==> config.mk <==
export PLATFORM = sky130hd
export DESIGN_NAME = hsv_to_rgb_converter
export DESIGN_NICKNAME = d
export VERILOG_FILES = /design/src/sv/hsv2rgb_pkg.sv /design/src/sv/hsv_to_rgb_converter.sv /design/src/sv/hsv2rgb_chan.sv
export SDC_FILE = /design/constraint.sdc
export NUM_CORES = 2
export LEC_CHECK = 0
export ABC_AREA = 0
export BUFFER_PORTS_ARGS = -buffer_cell sky130_fd_sc_hd__buf_2
export CORE_MARGIN = 8
export CORE_UTILIZATION = 30
export CTS_CLUSTER_DIAMETER = 200
export CTS_CLUSTER_SIZE = 20
export DETAILED_ROUTE_END_ITERATION = 12
export PLACE_DENSITY = 0.53
export SETUP_SLACK_MARGIN = 0.02
export SLEW_MARGIN = 10
export SYNTH_ARGS = -nofsm -noshare
export SYNTH_HDL_FRONTEND = slang
export SYNTH_HIERARCHICAL = 1
export SYNTH_SLANG_ARGS = --single-unit
==> constraint.sdc <==
create_clock -name aclk -period 23 [get_ports aclk]
set_clock_uncertainty 0.1 [all_clocks]
set_input_delay 2.3 -clock aclk [delete_from_list [all_inputs] [get_ports aclk]]
set_output_delay 2.3 -clock aclk [all_outputs]
set_load 0.02 [all_outputs]
==> src/sv/hsv2rgb_pkg.sv <==
// Shared constants and types for the HSV to RGB converter.
// No dependencies; imported by hsv2rgb_chan and hsv_to_rgb_converter.
`default_nettype none

package hsv2rgb_pkg;

    localparam int HUE_W    = 16;
    localparam int FRAC_W   = 9;
    localparam int CH_W     = 8;
    localparam int IN_DW    = 40;
    localparam int OUT_DW   = 24;

    // hue sector width in 1/16 degree
    localparam logic [10:0] HUE_SECTOR  = 11'd960;
    // ceil(2^16 / 15): floor(x / 15) for x below 1024
    localparam logic [12:0] DIV15_RECIP = 13'd4370;
    // ceil(2^8 / 6): floor(q / 6) for q below 69
    localparam logic [12:0] DIV6_RECIP  = 13'd43;
    // y / 15 reaches 256 from here on
    localparam logic [12:0] Y_SAT       = 13'd3840;

    // per-channel term select
    localparam logic [1:0] SEL_ZERO   = 2'd0;
    localparam logic [1:0] SEL_SECOND = 2'd1;
    localparam logic [1:0] SEL_CHROMA = 2'd2;

    typedef struct packed {
        logic en_sum;
        logic en_out;
    } chan_ctrl_t;

endpackage

`default_nettype wire

==> src/sv/hsv_to_rgb_converter.sv <==
// HSV to RGB pixel converter, top level: hue split, chroma and offset stages.
// Depends on hsv2rgb_pkg and hsv2rgb_chan.
//
//  channel | dir | tdata fields (low bit up)                  | tuser/tlast
//  s_axis  | in  | hue[15:0] saturation[24:16] brightness[33:25] | none
//  m_axis  | out | red[7:0] green[15:8] blue[23:16]             | none
//
// Five register stages, one pixel per cycle while the output is not held.
// Each stage's valid bit travels with its data; a stage loads when it is
// empty or the stage after it moves, so bubbles close up under a stall.
// A stalled result holds in the output stage; nothing is lost or repeated.
// aresetn clears the valid bits only.
`default_nettype none

module hsv_to_rgb_converter
    import hsv2rgb_pkg::*;
(
    input  wire logic              aclk,
    input  wire logic              aresetn,
    input  wire logic              s_axis_tvalid,
    output logic                   s_axis_tready,
    input  wire logic [IN_DW-1:0]  s_axis_tdata,   // hue, saturation, brightness
    output logic                   m_axis_tvalid,
    input  wire logic              m_axis_tready,
    output logic [OUT_DW-1:0]      m_axis_tdata    // red, green, blue
);

    logic [5:1] vld_reg;
    logic [5:1] en;

    logic [HUE_W-1:0]  hue;
    logic [FRAC_W-1:0] sat;
    logic [FRAC_W-1:0] bri;

    // stage 1
    logic [22:0]       q_prod;
    logic [17:0]       sv_next;
    logic [6:0]        q1_reg;
    logic [HUE_W-1:0]  hue1_reg;
    logic [17:0]       sv1_reg;
    logic [FRAC_W-1:0] bri1_reg;

    // stage 2
    logic [12:0]        d_prod;
    logic [6:0]         d6;
    logic [6:0]         sect_full;
    logic [16:0]        q960;
    logic [16:0]        pos_full;
    logic signed [18:0] a_next;
    logic [9:0]         pos2_reg;
    logic [2:0]         sect2_reg;
    logic [17:0]        sv2_reg;
    logic signed [18:0] a2_reg;

    // stage 3
    logic [10:0]        p_frac;
    logic [28:0]        sec_prod;
    logic [27:0]        chroma_next;
    logic signed [29:0] a960_next;
    logic [27:0]        second3_reg;
    logic [27:0]        chroma3_reg;
    logic signed [29:0] a960_3_reg;
    logic [2:0]         sect3_reg;

    logic [1:0] sel_r;
    logic [1:0] sel_g;
    logic [1:0] sel_b;
    chan_ctrl_t ctrl;
    logic [CH_W-1:0] red;
    logic [CH_W-1:0] green;
    logic [CH_W-1:0] blue;

    assign hue = s_axis_tdata[15:0];
    assign sat = s_axis_tdata[24:16];
    assign bri = s_axis_tdata[33:25];

    assign en[5] = !vld_reg[5] || m_axis_tready;
    assign en[4] = !vld_reg[4] || en[5];
    assign en[3] = !vld_reg[3] || en[4];
    assign en[2] = !vld_reg[2] || en[3];
    assign en[1] = !vld_reg[1] || en[2];

    always_ff @(posedge aclk) begin
        if (!aresetn) begin
            vld_reg <= '0;
        end else begin
            if (en[1]) vld_reg[1] <= s_axis_tvalid;
            if (en[2]) vld_reg[2] <= vld_reg[1];
            if (en[3]) vld_reg[3] <= vld_reg[2];
            if (en[4]) vld_reg[4] <= vld_reg[3];
            if (en[5]) vld_reg[5] <= vld_reg[4];
        end
    end

    // stage 1: sector count hue / 960 = (hue >> 6) / 15, and s * v
    assign q_prod  = {3'b0, hue[15:6]} * {10'b0, DIV15_RECIP};
    assign sv_next = {9'b0, sat} * {9'b0, bri};

    always_ff @(posedge aclk) begin
        if (en[1]) begin
            q1_reg   <= q_prod[22:16];
            hue1_reg <= hue;
            sv1_reg  <= sv_next;
            bri1_reg <= bri;
        end
    end

    // stage 2: sector = q mod 6, position = hue - 960 q, offset = 256 v - s v
    assign d_prod    = {6'b0, q1_reg} * DIV6_RECIP;
    assign d6        = {3'b0, d_prod[11:8]} * 7'd6;
    assign sect_full = q1_reg - d6;
    assign q960      = {10'b0, q1_reg} * {6'b0, HUE_SECTOR};
    assign pos_full  = {1'b0, hue1_reg} - q960;
    assign a_next    = $signed({2'b0, bri1_reg, 8'b0}) - $signed({1'b0, sv1_reg});

    always_ff @(posedge aclk) begin
        if (en[2]) begin
            pos2_reg  <= pos_full[9:0];
            sect2_reg <= sect_full[2:0];
            sv2_reg   <= sv1_reg;
            a2_reg    <= a_next;
        end
    end

    // stage 3: secondary, chroma and offset, all scaled by 960
    assign p_frac      = sect2_reg[0] ? (HUE_SECTOR - {1'b0, pos2_reg}) : {1'b0, pos2_reg};
    assign sec_prod    = {11'b0, sv2_reg} * {18'b0, p_frac};
    assign chroma_next = {10'b0, sv2_reg} * {17'b0, HUE_SECTOR};
    assign a960_next   = $signed({{11{a2_reg[18]}}, a2_reg}) * $signed({19'b0, HUE_SECTOR});

    always_ff @(posedge aclk) begin
        if (en[3]) begin
            second3_reg <= sec_prod[27:0];
            chroma3_reg <= chroma_next;
            a960_3_reg  <= a960_next;
            sect3_reg   <= sect2_reg;
        end
    end

    always_comb begin
        case (sect3_reg)
            3'd0: begin
                sel_r = SEL_CHROMA; sel_g = SEL_SECOND; sel_b = SEL_ZERO;
            end
            3'd1: begin
                sel_r = SEL_SECOND; sel_g = SEL_CHROMA; sel_b = SEL_ZERO;
            end
            3'd2: begin
                sel_r = SEL_ZERO;   sel_g = SEL_CHROMA; sel_b = SEL_SECOND;
            end
            3'd3: begin
                sel_r = SEL_ZERO;   sel_g = SEL_SECOND; sel_b = SEL_CHROMA;
            end
            3'd4: begin
                sel_r = SEL_SECOND; sel_g = SEL_ZERO;   sel_b = SEL_CHROMA;
            end
            default: begin
                sel_r = SEL_CHROMA; sel_g = SEL_ZERO;   sel_b = SEL_SECOND;
            end
        endcase
    end

    // stages 4 and 5
    assign ctrl.en_sum = en[4];
    assign ctrl.en_out = en[5];

    hsv2rgb_chan u_chan_r (
        .aclk      (aclk),
        .ctrl      (ctrl),
        .sel       (sel_r),
        .offset960 (a960_3_reg),
        .second    (second3_reg),
        .chroma    (chroma3_reg),
        .level     (red)
    );

    hsv2rgb_chan u_chan_g (
        .aclk      (aclk),
        .ctrl      (ctrl),
        .sel       (sel_g),
        .offset960 (a960_3_reg),
        .second    (second3_reg),
        .chroma    (chroma3_reg),
        .level     (green)
    );

    hsv2rgb_chan u_chan_b (
        .aclk      (aclk),
        .ctrl      (ctrl),
        .sel       (sel_b),
        .offset960 (a960_3_reg),
        .second    (second3_reg),
        .chroma    (chroma3_reg),
        .level     (blue)
    );

    assign s_axis_tready = en[1];
    assign m_axis_tvalid = vld_reg[5];
    assign m_axis_tdata  = {blue, green, red};

    // input stalls only when every stage is full and the output is held
    assert property (@(posedge aclk) disable iff (!aresetn)
        !s_axis_tready |-> (&vld_reg) && !m_axis_tready)
        else $error("input stalled with room in the pipeline");

    // with the output never stalled, output valid follows accepted input transfers with no hold and no extra result
    assert property (@(posedge aclk) disable iff (!aresetn)
        ($past(m_axis_tready, 1) && $past(m_axis_tready, 2) && $past(m_axis_tready, 3)
         && $past(m_axis_tready, 4) && $past(m_axis_tready, 5)
         && $past(aresetn, 1) && $past(aresetn, 2) && $past(aresetn, 3)
         && $past(aresetn, 4) && $past(aresetn, 5))
        |-> m_axis_tvalid == $past(s_axis_tvalid && s_axis_tready, 5))
        else $error("pipeline latency or occupancy mismatch");

    // a held result may not be replaced by a stage behind it
    assert property (@(posedge aclk) disable iff (!aresetn)
        vld_reg[5] && !m_axis_tready |-> !en[4] || !vld_reg[4])
        else $error("stage four advanced into a held output");

endmodule

`default_nettype wire

==> src/sv/hsv2rgb_chan.sv <==
// One color channel: offset add, scale by 255, divide by 15, saturate.
// Two pipeline stages; depends on hsv2rgb_pkg.
`default_nettype none

module hsv2rgb_chan
    import hsv2rgb_pkg::*;
(
    input  wire logic               aclk,
    input  wire chan_ctrl_t         ctrl,
    input  wire logic [1:0]         sel,
    input  wire logic signed [29:0] offset960,
    input  wire logic [27:0]        second,
    input  wire logic [27:0]        chroma,
    output logic [CH_W-1:0]         level
);

    logic [27:0]        term;
    logic signed [30:0] n_sum;
    logic [34:0]        n_scaled;
    logic [12:0]        y_next;
    logic [12:0]        y_reg;
    logic [25:0]        y_recip;
    logic [CH_W-1:0]    level_next;
    logic [CH_W-1:0]    level_reg;

    always_comb begin
        case (sel)
            SEL_SECOND: term = second;
            SEL_CHROMA: term = chroma;
            default:    term = 28'd0;
        endcase
    end

    assign n_sum    = $signed({offset960[29], offset960}) + $signed({3'b0, term});
    assign n_scaled = {8'b0, n_sum[26:0]} * 35'd255;
    assign y_next   = (n_sum <= 31'sd0) ? 13'd0 : n_scaled[34:22];

    assign y_recip    = {13'b0, y_reg} * {13'b0, DIV15_RECIP};
    assign level_next = (y_reg >= Y_SAT) ? 8'd255 : y_recip[23:16];

    always_ff @(posedge aclk) begin
        if (ctrl.en_sum) begin
            y_reg <= y_next;
        end
        if (ctrl.en_out) begin
            level_reg <= level_next;
        end
    end

    assign level = level_reg;

endmodule

`default_nettype wire
* Yosys cells after proc, flatten, opt, wreduce, memory -nomap -nowiden
Index checks and enable logic that the tools add are counted.
** Operators by class
- Reductions and logical operators :: 17
- Multiplexer cells :: 7
- Eq/ne operators :: 10
- Add/sub/neg operators :: 7
- Multipliers :: 14
- $lt $le $gt $ge :: 6
** Operator list (number)
- $pmux 28 s2 :: 3
- $mul 27x8->35 const B :: 3
- $add 30x29->31 :: 3
- $le 31x1->1 const B :: 3
- $mul 13x12->23 const B :: 3
- $ge 13x12->1 const B :: 3
- $mul 18x11->28 :: 1
- $mul 19x5->24 const B :: 1
- $mul 10x12->22 const B :: 1
- $mul 18x4->22 const B :: 1
- $sub 17x18->19 :: 1
- $mul 9x9->18 :: 1
- $mul 7x6->12 const B :: 1
- $pmux 2 s2 :: 3
- $reduce_or 2->1 :: 6
- $mux 11 :: 1
- $sub 10x10->11 const A :: 1
- $sub 10x10->10 :: 1
- $mul 7x4->4 const B :: 1
- $eq 2x1->1 const B :: 3
- $eq 2x2->1 const B :: 3
- $eq 3x2->1 const B :: 2
- $logic_not 1->1 :: 5
- $logic_or 1x1->1 :: 5
- 5 further kinds :: 5
** Storage, ports and cells
- Input bits :: 44
- Output and inout bits :: 26
- Flip-flop bits (word level) :: 239
- Logic and storage cells :: 84

* Logic depth before layout (Yosys ltp)
- Depth in word-level cells :: 7
- Depth in mapped cells :: 38

* Hierarchy
Netlist, hierarchy kept.
** Modules (own cells, without submodules)
- hsv_to_rgb_converter :: cells each 1943, times used 1, area each 20189.4 µm², sequential area each 5175.0 µm²
- hsv2rgb_chan at u_chan_g :: cells each 1009, times used 1, area each 9054.9 µm², sequential area each 630.6 µm²
- hsv2rgb_chan at u_chan_b :: cells each 977, times used 1, area each 8812.2 µm², sequential area each 630.6 µm²
- hsv2rgb_chan at u_chan_r :: cells each 975, times used 1, area each 8799.7 µm², sequential area each 630.6 µm²

* Worst setup path after synthesis
Ideal clock, no wire load.
- Path type :: register to register
- Start :: register sect3_reg[0]
- End :: register u_chan_g.y_reg[12] (data pin)
- Slack :: 14.650 ns
- Clock period less this slack :: 8.350 ns
- Setup time :: 0.261 ns
- Cell stages (with the launch flop) :: 33
- Arrival time :: 7.990 ns
- Cell sequence :: edfxtp_1 > xor2_1 > nor2_1 > inv_1 > ha_1 > clkbuf_1 > clkbuf_1 > nor2_1 > ha_1 > clkbuf_1 > nand4_1 > o22ai_1 > nor4b_2 > o31a_1 > and2_1 > o21ai_0 > a21oi_1 > xnor2_1 > fa_1 > fa_1 > fa_1 > inv_1 > fa_1 > inv_1 > ha_1 > a2111o_1 > a31o_2 > nand2_1 > nand4bb_1 > o21ai_1 > o21ai_1 > o21a_1 > o311a_1
** Between the ends
- Word-level cells in the longest chain between the ends :: 7
- Elaborated cells on any way between the ends :: 13
- Classes of those cells :: add/sub: 1; mul: 1; order compare: 1; eq/ne: 5; mux: 2; reduce/logical: 3
** Ends and longest elaborated chain
- start: declaration :: RTL line hsv_to_rgb_converter.sv:63 : logic [2:0] sect3_reg;
- start signal: assignment :: RTL line hsv_to_rgb_converter.sv:136 : sect3_reg <= sect2_reg;
- $eq 3x2->1 (tied with other cells) :: RTL line hsv_to_rgb_converter.sv:141 : case (sect3_reg)
- $reduce_or 2->1 (no line)
- $pmux 2 s2 (*) :: RTL line hsv_to_rgb_converter.sv:141
- via sel_g[0] :: RTL line hsv_to_rgb_converter.sv:66 : logic [1:0] sel_g;
- $eq 2x2->1 or $eq 2x1->1 (tied branches) :: RTL line hsv2rgb_chan.sv:27 : case (sel)
- $pmux 28 s2 (*) :: RTL line hsv2rgb_chan.sv:27
- $add 30x29->31 (*) :: RTL line hsv2rgb_chan.sv:34 : assign n_sum = $signed({offset960[29], offset960}) + $signed({3'b0, term});
- $mul 27x8->35 or $le 31x1->1 (tied branches) :: RTL line hsv2rgb_chan.sv:35, hsv2rgb_chan.sv:36
- end signal: assignment :: RTL line hsv2rgb_chan.sv:43 : y_reg <= y_next;
- end: declaration :: RTL line hsv2rgb_chan.sv:21 : logic [12:0] y_reg;
The timed path passes the listed nets; every way through them passes the cells marked *.
A chain may end at the register's enable or synchronous reset.

* Final worst setup path
Same ends and word-level chain as after synthesis.

==> metrics.md <==
| Metric | Value |
|---|---|
| Most used cell, CP | `fa_1` |
| Setup TNS Final | `0 ns` |
| DR vias | `32.18k` |
| Final core occ | `0.3219` |
| Arr. time, crit path | `9.68 ns` |
| H-tree Lvls | `1` |
| Initial antenna violation count | `0` |
| Sequential share of the synthesized area | `0.1508` |
| DP Cell Count | `6984` |
| Synth cell types | `113` |
| DP Area | `49650 sq um` |
| Clock buffer depth | `3` |
| Slew Limit Fails | `0` |
| FP Rows | `145` |
| Synthesized netlist cell count | `4904` |
| Worst-Margin Slew | `1.176 ns` |
| DRT iter0 DRCs | `1631` |
| Placer's final routability congestion estimate | `0.8771` |
| Max-cap violations | `0` |
| Die ar. | `169100 sq um` |
| Syn-to-layout area delta | `6.951%` |
| Total GRT Usage | `0.1229` |
| Type of origin of the critical path | `register` |
| Crit end category | `register` |
| Num CTS Buffers | `16` |
| CP Max Fanout | `28` |
| Setup violators final | `0` |
| Detailed Route WL | `103500 microns` |
| IO buf count | `63` |
| Vias in the first global route | `33.95k` |
| Routed len/inst | `14.76 microns` |
| Max stage delay cell, worst path | `ha_1` |
| Synth Cell Area | `46860 sq um` |
| Worst EP required | `23.20 ns` |
| Gate family responsible for the most delay along the worst path | `adder cells` |
| Number of gates resized after CTS | `0` |
| Core ar. | `155700 sq um` |
| Largest net degree at the start of global routing | `77` |
| RSZ-0062 raised after global routing | `no` |
| Main synth FF type | `edfxtp_1` |
| Clock slew at reported path FFs | `0.11 ns` |
| Avg Cell Area, Syn | `9.555 sq um` |
| Nets@finish | `6372` |
| Max FFs per register | `28` |
| Fin area | `50110 sq um` |
| Highest Clock Rate | `105.6 MHz` |
| Fin cells | `7010` |
| Crit path buffers/inverters | `2` |
| Hold crit path type | `reg2reg` |
| Drt pass-1 iters | `7` |
| Yosys Warn Count | `6` |
| Tmin final | `9.474 ns` |
| CTS tree | `yes` |
| Post-synthesis register bit count | `237` |
| Max_slew headroom | `0.2158` |
| Endpoints failing hold | `0` |
| Mean number of vias per cell | `4.591` |
| Gr ovfl total | `0` |
| Worst skew pair latency | `0.58 ns` |
| Buffer count from post-CTS setup fixing | `0` |
| Outcome | `finished, final reports clean` |
| Async SR Flop Fraction | `0` |
| Tcrit/Tclk final | `0.4119` |
| Die width | `411.2 microns` |
| Antenna Nets Post-Route | `0` |
| Ports | `70` |
| # diodes | `0` |
| First-pass GRT wire length | `174700 microns` |
| Clock sink count | `237` |
| Die height | `411.2 microns` |
| Layout cells sized above 1 | `0.04402` |
| Post-route DRC violation count | `0` |
| EDFF count, synth | `232` |
| DP Wirelength | `89430 microns` |
| Initial core utilization | `0.3010` |
| Crit-path max cell delay | `0.88 ns` |
| CTS Root Cell | `clkbuf_16` |
| WS Path Type | `reg2reg` |
| Hold_buf cts | `0` |
[Yosys cell counts, types with 11 or more instances]
cell / number / area (sq um)
inv_1: 1130 / 4242
ha_1: 731 / 9146
fa_1: 653 / 13070
nand2_1: 315 / 1182
edfxtp_1: 232 / 6967
nor2_1: 230 / 863.3
a21oi_1: 205 / 1026
xnor2_1: 180 / 1577
and2_1: 123 / 769.5
a21o_1: 96 / 720.7
o21ai_0: 91 / 455.4
xor2_1: 91 / 797.0
a22oi_1: 86 / 645.6
clkbuf_1: 76 / 285.3
nand3_1: 55 / 275.3
nor3_1: 42 / 210.2
o21a_1: 40 / 300.3
nand4_1: 38 / 237.7
o21bai_1: 34 / 255.2
a211oi_1: 32 / 240.2
o21ai_1: 29 / 145.1
and3_1: 23 / 143.9
a31oi_1: 20 / 125.1
nand2b_1: 19 / 118.9
o211ai_1: 18 / 135.1
nor2b_1: 15 / 93.84
or3_1: 14 / 87.58
a21oi_2: 13 / 113.9
nor3_2: 11 / 110.1
nor4_1: 11 / 68.82
[path summary, 6_finish.rpt]
kind	startpoint	end	slack, ns	cells after the start
worst min register to register	hue1_reg[2]	pos2_reg[2]	0.33	0
worst max register to register	sect3_reg[0]	u_chan_g/y_reg[12]	13.53	29
worst max-delay path	sect3_reg[0]	u_chan_g/y_reg[12]	13.53	29
worst min-delay path	hue1_reg[2]	pos2_reg[2]	0.33	0
[cells by family (layout without fill, tap and decap cells)]
| group | Yosys count | in the layout | synth area share |
|---|---|---|---|
| other cells | 1 | 39 | 0.00008003 |
| mux | 10 | 10 | 0.002243 |
| compound gates | 799 | 799 | 0.1182 |
| flops | 237 | 237 | 0.1508 |
| simple gates | 968 | 968 | 0.1024 |
| fa+ha+maj | 1386 | 1386 | 0.4746 |
| xor+xnor | 273 | 273 | 0.05159 |
| buf+inv | 1230 | 1240 | 0.1001 |
[routing by layer]
| metal | track usage | share of wire |
|---|---|---|
| met1 | 0.1681 | 0.48 |
| met2 | 0.2143 | 0.47 |
| met3 | 0.01078 | 0.026 |
| met4 | 0.02121 | 0.019 |
| met5 | 0 | 0 |
[cell type report]
cell class,count,area (sq um)
clock buffer,22,422.9
clock inverter,4,45.04
fill,16160,105500
inverter,1131,4245
multi-input combinational,3475,35290
sequential,237,7067
tap,2058,2575
timing repair buffer,83,465.4
[cell usage in the layout (no fill, tap or decap), drive strengths merged, types with 35 or more instances in the layout]
master and count:
o21a 40, nor2 240, fa 653, a21oi 218, a22oi 87, inv 1132
nand3 56, ha 731, xor2 93, nand4 38, o21ai 122, xnor2 180
a21o 99, edfxtp 232, buf 83, a211oi 35, nand2 315, conb 39
nor3 53, and2 133
[per-stage QoR]
step           hold WS (ns)  worst slack [ns]
3_3_place_gp         0.3104             13.60
4_1_cts              0.3375             13.53
6_report             0.3343             13.53
2_1_floorplan        0.3003             14.65
5_1_grt              0.3459             12.93
3_5_place_dp         0.3126             13.53
[worst register-to-register path, delay by kind of cell, from the launching register on]
family,cells,cell delay (ns)
AOI/OAI and AO/OA,11,2.95
adders and majority gates,7,3.69
and+or+nand+nor,7,1.07
buffers and inverters,2,0.10
xor gates and xnor gates,2,0.80
DFF,1,0.50
Power is not shown: default switching activity piles up to over one toggle a cycle in this logic, so the estimate is an artifact.
